==> config.mk <==
export PLATFORM = sky130hd
export DESIGN_NAME = command_line_tokenizer
export DESIGN_NICKNAME = d
export VERILOG_FILES = /design/src/rtl/core/clt_pkg.sv /design/src/rtl/core/command_line_tokenizer.sv
export SDC_FILE = /design/constraint.sdc
export NUM_CORES = 1
export LEC_CHECK = 0
export BUFFER_PORTS_ARGS = -buffer_cell sky130_fd_sc_hd__buf_2
export CAP_MARGIN = 20
export CELL_PAD_IN_SITES_DETAIL_PLACEMENT = 0
export CELL_PAD_IN_SITES_GLOBAL_PLACEMENT = 1
export CORE_MARGIN = 4
export CORE_UTILIZATION = 30
export DETAILED_ROUTE_END_ITERATION = 8
export GPL_TIMING_DRIVEN = 0
export HOLD_SLACK_MARGIN = 0.15
export PLACE_DENSITY = 0.67
export SLEW_MARGIN = 20
export SYNTH_ARGS = -nofsm -noshare
export SYNTH_HDL_FRONTEND = slang
export SYNTH_SLANG_ARGS = --single-unit
export TNS_END_PERCENT = 5
==> constraint.sdc <==
create_clock -name clk -period 3 [get_ports clk]
set_input_delay 0 -clock clk [delete_from_list [all_inputs] [get_ports clk]]
set_output_delay 0 -clock clk [all_outputs]
set_load 0.01 [all_outputs]
==> src/rtl/core/clt_pkg.sv <==
package clt_pkg;

	localparam int CHAR_W  = 8;
	localparam int POS_W   = 8;
	localparam int COUNT_W = 7;

	localparam logic [CHAR_W-1:0] CH_DQUOTE = 8'h22;
	localparam logic [CHAR_W-1:0] CH_SQUOTE = 8'h27;
	localparam logic [CHAR_W-1:0] CH_SPACE  = 8'h20;
	localparam logic [CHAR_W-1:0] CH_TAB    = 8'h09;
	localparam logic [CHAR_W-1:0] CH_CR     = 8'h0D;

	localparam logic [COUNT_W-1:0] MAX_ARGS_RST = 7'd64;

	// result tdata layout, lowest bit first
	localparam int OUT_POS_LSB   = 0;
	localparam int OUT_BEGIN_BIT = OUT_POS_LSB + POS_W;
	localparam int OUT_QUOTE_BIT = OUT_BEGIN_BIT + 1;
	localparam int OUT_CUT_BIT   = OUT_QUOTE_BIT + 1;
	localparam int OUT_CNT_LSB   = OUT_CUT_BIT + 1;
	localparam int OUT_ERR_BIT   = OUT_CNT_LSB + COUNT_W;
	localparam int OUT_USED_W    = OUT_ERR_BIT + 1;
	localparam int OUT_DATA_W    = 24;

	typedef logic [CHAR_W-1:0]     char_t;
	typedef logic [COUNT_W-1:0]    count_t;
	typedef logic [OUT_DATA_W-1:0] out_data_t;

	function automatic logic is_space(input char_t c);
		is_space = (c == CH_SPACE) || ((c >= CH_TAB) && (c <= CH_CR));
	endfunction

endpackage

==> src/rtl/core/command_line_tokenizer.sv <==
// The result of a transfer is registered and shows in the next cycle.
// Throughput: one character per cycle while m_axis_tready does not hold a
// result; the only loop is the scan-mode and counter update.
// A result held by a low m_axis_tready stalls input; a new character is taken
// in the same cycle the held result drains.
// Reset (arst_n low, asynchronous): scan mode to spaces, counters to zero,
// max_args to 64, no result pending.
module command_line_tokenizer #(
	parameter int LINE_MAX = 256
) (
	input  logic                      clk,
	input  logic                      arst_n,
	input  logic                      cfg_valid,
	output logic                      cfg_ready,
	input  clt_pkg::count_t           cfg_data,
	input  logic                      s_axis_tvalid,
	output logic                      s_axis_tready,
	input  clt_pkg::char_t            s_axis_tdata,  // [7:0] ch
	input  logic                      s_axis_tlast,  // line_end
	output logic                      m_axis_tvalid,
	input  logic                      m_axis_tready,
	// [7:0] position, [8] arg_begins, [9] arg_quoted, [10] cut_here,
	// [17:11] arg_count, [18] parse_error, [23:19] zero
	output clt_pkg::out_data_t        m_axis_tdata,
	output logic                      m_axis_tlast   // line_done
);
	import clt_pkg::*;

	localparam int IdxLimInt = (LINE_MAX - 1 > 255) ? 255 : (LINE_MAX - 1);
	localparam logic [POS_W-1:0] IDX_LIM = IdxLimInt[POS_W-1:0];

	typedef enum logic [1:0] {
		MODE_SPACE  = 2'd0,
		MODE_BARE   = 2'd1,
		MODE_DQUOTE = 2'd2,
		MODE_SQUOTE = 2'd3
	} mode_t;

	mode_t             mode_q, mode_d;
	logic [POS_W-1:0]  idx_q;
	count_t            args_q, args_d;
	count_t            max_args_q;
	logic              out_valid_q;
	out_data_t         out_data_q;
	logic              out_last_q;

	logic take;
	logic live;
	logic sp;
	logic begins, quoted, cut, err;
	out_data_t res;

	assign cfg_ready     = 1'b1;
	assign s_axis_tready = !out_valid_q || m_axis_tready;
	assign take          = s_axis_tvalid && s_axis_tready;
	assign live          = args_q < max_args_q;
	assign sp            = is_space(s_axis_tdata);

	always_comb begin
		mode_d = mode_q;
		args_d = args_q;
		begins = 1'b0;
		quoted = 1'b0;
		cut    = 1'b0;
		err    = 1'b0;
		if (s_axis_tlast) begin
			err = live && (mode_q == MODE_DQUOTE || mode_q == MODE_SQUOTE);
		end else if (live) begin
			unique case (mode_q)
				MODE_SPACE: begin
					if (!sp) begin
						args_d = args_q + 1'b1;
						if (s_axis_tdata == CH_DQUOTE) begin
							quoted = 1'b1;
							mode_d = MODE_DQUOTE;
						end else if (s_axis_tdata == CH_SQUOTE) begin
							quoted = 1'b1;
							mode_d = MODE_SQUOTE;
						end else begin
							begins = 1'b1;
							mode_d = MODE_BARE;
						end
					end
				end
				MODE_BARE: begin
					if (sp) begin
						cut    = 1'b1;
						mode_d = MODE_SPACE;
					end
				end
				MODE_DQUOTE: begin
					if (s_axis_tdata == CH_DQUOTE) begin
						cut    = 1'b1;
						mode_d = MODE_SPACE;
					end
				end
				MODE_SQUOTE: begin
					if (s_axis_tdata == CH_SQUOTE) begin
						cut    = 1'b1;
						mode_d = MODE_SPACE;
					end
				end
				default: begin
					mode_d = MODE_SPACE;
				end
			endcase
		end
		res = '0;
		res[OUT_POS_LSB +: POS_W]   = idx_q;
		res[OUT_BEGIN_BIT]          = begins;
		res[OUT_QUOTE_BIT]          = quoted;
		res[OUT_CUT_BIT]            = cut;
		res[OUT_CNT_LSB +: COUNT_W] = args_d;
		res[OUT_ERR_BIT]            = err;
	end

	always_ff @(posedge clk or negedge arst_n) begin
		if (!arst_n) begin
			mode_q      <= MODE_SPACE;
			idx_q       <= '0;
			args_q      <= '0;
			max_args_q  <= MAX_ARGS_RST;
			out_valid_q <= 1'b0;
		end else begin
			if (cfg_valid && cfg_ready) begin
				max_args_q <= cfg_data;
			end
			if (take) begin
				out_valid_q <= 1'b1;
				if (s_axis_tlast) begin
					mode_q <= MODE_SPACE;
					idx_q  <= '0;
					args_q <= '0;
				end else begin
					mode_q <= mode_d;
					args_q <= args_d;
					if (idx_q < IDX_LIM) begin
						idx_q <= idx_q + 1'b1;
					end
				end
			end else if (m_axis_tready) begin
				out_valid_q <= 1'b0;
			end
		end
	end

	always_ff @(posedge clk) begin
		if (take) begin
			out_data_q <= res;
			out_last_q <= s_axis_tlast;
		end
	end

	assign m_axis_tvalid = out_valid_q;
	assign m_axis_tdata  = out_data_q;
	assign m_axis_tlast  = out_last_q;

endmodule

# Word-level counts from Yosys, hierarchy flattened
# Cells that the tools add are included.
[op_classes]
bitwise_logic = 2
order_cmp = 4
reduce_logical = 16
muxes = 24
n_eq_ne = 10
n_addsub = 2
[ops]
columns = ["cell", "count"]
rows = [
  ["$mux W7", 5],
  ["$eq A8 B6 Y1 const B", 3],
  ["$mux W2", 8],
  ["$mux W8", 2],
  ["$add A8 B1 Y8 const B", 1],
  ["$ge A8 B4 Y1 const B", 1],
  ["$le A8 B4 Y1 const B", 1],
  ["$lt A8 B8 Y1 const B", 1],
  ["$pmux W2 S4", 1],
  ["$add A7 B1 Y7 const B", 1],
  ["$lt A7 B7 Y1", 1],
  ["$mux W1", 7],
  ["$ne A3 B2 Y1 const B", 2],
  ["$ne A3 B3 Y1 const B", 2],
  ["$reduce_and A6 Y1", 1],
  ["$reduce_bool A2 Y1", 3],
  ["$reduce_or A5 Y1", 1],
  ["$eq A2 B2 Y1 const B", 2],
  ["$reduce_or A4 Y1", 1],
  ["$logic_and A1 B1 Y1", 3],
  ["$logic_or A1 B1 Y1", 3],
  ["$pmux W1 S3", 1],
  ["$eq A2 B1 Y1 const B", 1],
  ["$logic_not A2 Y1", 1],
  ["other kinds (4)", 5],
]
[totals]
out_inout_bits = 28
regBits = 45
wordCells = 69
input_bits = 21

# Longest topological paths before layout
[logic_depth]
word_depth = 8
ltp_mapped = 9
ltp_nobuf = 8

# Worst setup path after synthesis
# No wires, ideal clock.
[synth_path]
kind = "register -> register"
start = "register args_q[2]"
end = "register out_data_q[11] (netlist: m_axis_tdata[11]) (data pin)"
period_less_slack_ns = 2.144
arrival_time_ns = 1.884
slack_ns = 0.856
path_stages_with_launch = 8
n_path_buf = 1
cell_sequence = "dfrtp_1 -> ha_1 -> a21o_1 -> a31oi_2 -> o211ai_4 -> or3_1 -> buf_2 -> xnor2_1"
[synth_between]
elab_chain_cells = 3
[synth_lines]
columns = ["element", "line", "text"]
rows = [
  ["start: declaration", "command_line_tokenizer.sv:41", "count_t args_q, args_d;"],
  ["start signal: assignment", "command_line_tokenizer.sv:136", "args_q <= args_d;"],
  ["$lt A7 B7 Y1", "command_line_tokenizer.sv:56", "assign live = args_q < max_args_q;"],
  ["$mux W7", "command_line_tokenizer.sv:68", "end else if (live) begin"],
  ["$mux W7", "command_line_tokenizer.sv:66", "if (s_axis_tlast) begin"],
  ["named net args_d[0]", "command_line_tokenizer.sv:41", ""],
  ["end signal: assignment", "command_line_tokenizer.sv:149", "out_data_q <= res;"],
  ["end: declaration", "command_line_tokenizer.sv:44", "out_data_t out_data_q;"],
]
# The timed path passes the listed nets, and every way through them passes these cells.
# A chain may end at the register's enable or synchronous reset.

# Worst setup path in the final report
[layout_path]
start = "register args_q[2]"
end = "register args_q[2]"
[layout_between]
elab_chain_cells = 6
elab_cells_between_ends = 7
classes_between = "add/sub: 1; order compare: 1; mux: 5"
[layout_lines]
columns = ["element", "line", "text"]
rows = [
  ["$add A7 B1 Y7", "command_line_tokenizer.sv:72", "args_d = args_q + 1'b1;"],
  ["$mux W7", "command_line_tokenizer.sv:71", "if (!sp) begin"],
  ["$mux W7", "command_line_tokenizer.sv:69", "unique case (mode_q)"],
  ["$mux W7", "command_line_tokenizer.sv:68", ""],
  ["$mux W7 *", "command_line_tokenizer.sv:66", ""],
  ["$mux W7 *", "command_line_tokenizer.sv:130", "if (s_axis_tlast) begin"],
]
# Mark *: on every way between the ends. The rest lies on a longest branch, timed or not.

==> results.yml <==
outcome:
  status: "completed"
setup_path:
  critPathTopFamily: "compound AO/OA/AOI/OAI gates"
  cp_cell_sequence: "ha_1 -> a21o_1 -> a31oi_2 -> o211ai_4 -> nor3_4 -> nand2_1 -> a221o_1"
  critPathRequiredTime_ns: 3.19
  crit_type: "register to register"
  critPathBufInv: 0
  cp_max_fo: 9
  start_kind: "register"
  critPathMaxStageDelay_ns: 0.47
  cp.arrival_ns: 2.56
  cp_slowest_cell: "dfrtp_1"
  reg2regPathDepth: 7
  endpoint_kind: "register"
  crit_cells: 7
  r2r_slack_ns: 0.63
sta:
  max_freq_mhz: 421.7
  hold_viol: 0
  rsz0062_at_grt: "no"
  tns_ns: 0
  post-route-period-util_pct: 79.04
  drv_slew: 0
  maxSlewHeadroom_pct: 37.58
  setup_violations: 0
  period_needed_ns: 2.371
  worst_slew_pin_slew_ns: 0.9352
  skew_ns: 0.01261
cts:
  clock_path_buffers: 2
  cts_root_buf: "clkbuf_8"
  hold_buffers: 14
  cts_tree: "built"
  htree_levels: 2
  clk_latency_ns: 0.30
  cts_resized: 0
  postCtsSetupBuffers: 0
  clock-sinks: 45
  cts_made_buffers: 5
  clkTransAtPathRegs_ns: 0.09
cells_and_area:
  syn_to_final_growth_pct: 25.29
  fin_nets: 306
  num-fill-cells: 773
  final_common_cell: "buf_2"
  instances_no_fill: 377
  antennaDiodeCount: 0
  final_cell_mix: "43 x buf_2, 26 x nand2_1, 24 x dfrtp_1, 20 x edfxtp_1, 14 x dlygate4sd3_1"
  fin_util_pct: 38.93
  finalInstanceArea_um2: 2839
  layout-drive-gt1-share_pct: 23.02
logic_synthesis:
  synthCells: 210
  yosysUniqueCellTypes: 45
  syn_avg_cell_area_um2: 10.79
  async_flop_share_pct: 55.56
  synth_warnings: 0
  synth_edf_count: 20
  ys_seq_area_share_pct: 54.17
  synth-seq-cells: 45
  synth_area_um2: 2266
  ys.flop_type: "dfrtp_1"
routing:
  via_per_inst: 4.488
  drc_errors: 0
  wirelength_um: 4460
  drt-initial-drc-count: 63
  vias: 1692
  postRouteAntennaNets: 0
  avgRoutedWirePerCell_um: 11.83
  first_pass_iters: 4
worst_hold_path:
  hp-class: "input port to register"
  hold-path-cell-count: 4
job:
  drv_cap: 0
pwr:
  switchingPower_mw: 0.5164
  seq_power_share_pct: 51.6
  combinationalPowerShare_pct: 26.5
  intPower_mw: 1.117
  p_total_mw: 1.633
  ir_worst_vdd_uv: 173.5
  clockPowerShare_pct: 22.0
  power.density_nw_per_um2: 575.4
  power_leakage_nw: 1.257
  p_sw_share_pct: 31.62
placed_design:
  dpl_cell_area_um2: 2615
  dp.cells: 355
  io_buffers: 42
  place_hpwl_um: 3239
  gp_congestion: 0.7913
global_routing:
  grt_max_degree: 26
  grt_pass1_vias: 1655
  grt_overflow: 0
  grtUsageTotal_pct: 10.97
  grt_antenna_before_repair: 0
  grt_pass1_wl_um: 7679
floorplan:
  dieHeight_um: 94.91
  initial_core_util_pct: 31.07
  core_area_um2: 7292
  io-pin-count: 49
  chipWidth_um: 94.91
  dieArea_um2: 9008
  rows: 31
per-stage QoR:
step	hold slack (ns)	setup WS (ns)
2_1_floorplan	-0.2956	0.8559
3_3_place_gp	0.03825	0.6672
3_5_place_dp	0.04591	0.6240
4_1_cts	0.1746	0.6182
5_1_grt	0.2403	0.4729
6_report	0.1710	0.6288
sequential cells by signal (all words and copies together) (netlist names):
signal         count
m_axis_tdata      19
mode_q             2
idx_q              8
m_axis_tlast       1
m_axis_tvalid      1
args_q             7
max_args_q         7
layer usage:
layer / track usage (%) / routed length, um / vias to the layer above
li1: - / - / 863
met1: 13.63 / 2079 / 785
met2: 18.50 / 2113 / 38
met3: 2.629 / 203 / 6
met4: 3.966 / 63 / 0
met5: 0 / 0 / -
power by group through the flow:
stage | registers (mW) | clock network [mW] | logic, mW
5_1_grt | 0.864 | 0.392 | 0.497
3_3_place_gp | 0.854 | 0 | 0.412
6_report | 0.843 | 0.359 | 0.432
3_5_place_dp | 0.858 | 0 | 0.422
4_1_cts | 0.844 | 0.369 | 0.438
2_1_floorplan | 0.850 | 0 | 0.292
final timing paths:
path | from | endpoint
min in group asynchronous | arst_n | idx_q[1]
worst min-delay path | s_axis_tdata[2] | mode_q[0]
worst max register to register | args_q[2] | args_q[2]
worst max-delay path | args_q[2] | args_q[2]
worst min register to register | idx_q[6] | m_axis_tdata[6]
max in group asynchronous | arst_n | args_q[4]
cells in the mapped netlist, types with 2 or more instances:
cell	number	area share [%]
nand2_1	26	4.3
dfrtp_1	24	27
edfxtp_1	20	27
nor2_1	13	2.2
o21ai_0	13	2.9
inv_1	10	1.7
nor3_1	10	2.2
ha_1	8	4.4
xnor2_1	8	3.1
nand3_1	7	1.5
and3_1	6	1.7
buf_4	6	2.0
nand2b_1	6	1.7
a21o_1	5	1.7
xor2_1	4	1.5
clkbuf_1	3	0.50
nand4_1	3	0.83
nor3b_1	3	0.99
a211o_1	2	0.77
a21oi_1	2	0.44
buf_1	2	0.33
conb_1	2	0.33
mux2_2	2	0.99
mux2i_1	2	0.88
nor4_1	2	0.55
or3_1	2	0.55
tightest hold or removal path: cells and delay by family:
| kind | cells | cell delay, ns |
|---|---|---|
| AOI/OAI and AO/OA | 1 | 0.10 |
| buffers and inverters | 1 | 0.14 |
| and+or+nand+nor | 2 | 0.19 |
cell type report:
class	count	area [um2]	area share, %
inverter	10	37.54	1.322
sequential	45	1227	43.24
multi-input combinational	147	947.2	33.36
buffer	12	68.82	2.424
tap	99	123.9	4.363
clock inverter	2	11.26	0.3967
timing repair buffer	56	350.3	12.34
clock buffer	6	72.57	2.556
cells by family (layout without fill, tap and decap cells):
| group | count (synthesis) | after routing | share of synthesized area (%) |
|---|---|---|---|
| AND/OR/NAND/NOR | 86 | 86 | 19.77 |
| flip-flops | 45 | 45 | 54.17 |
| AO/OA/AOI/OAI | 31 | 31 | 10.11 |
| buffers and inverters | 22 | 86 | 4.693 |
| XOR/XNOR | 12 | 12 | 4.638 |
| adder cells (fa/ha/maj) | 8 | 8 | 4.418 |
| multiplexers | 4 | 4 | 1.877 |
| other | 2 | 6 | 0.3314 |
No activity file was read; power rests on OpenSTA's default activity.
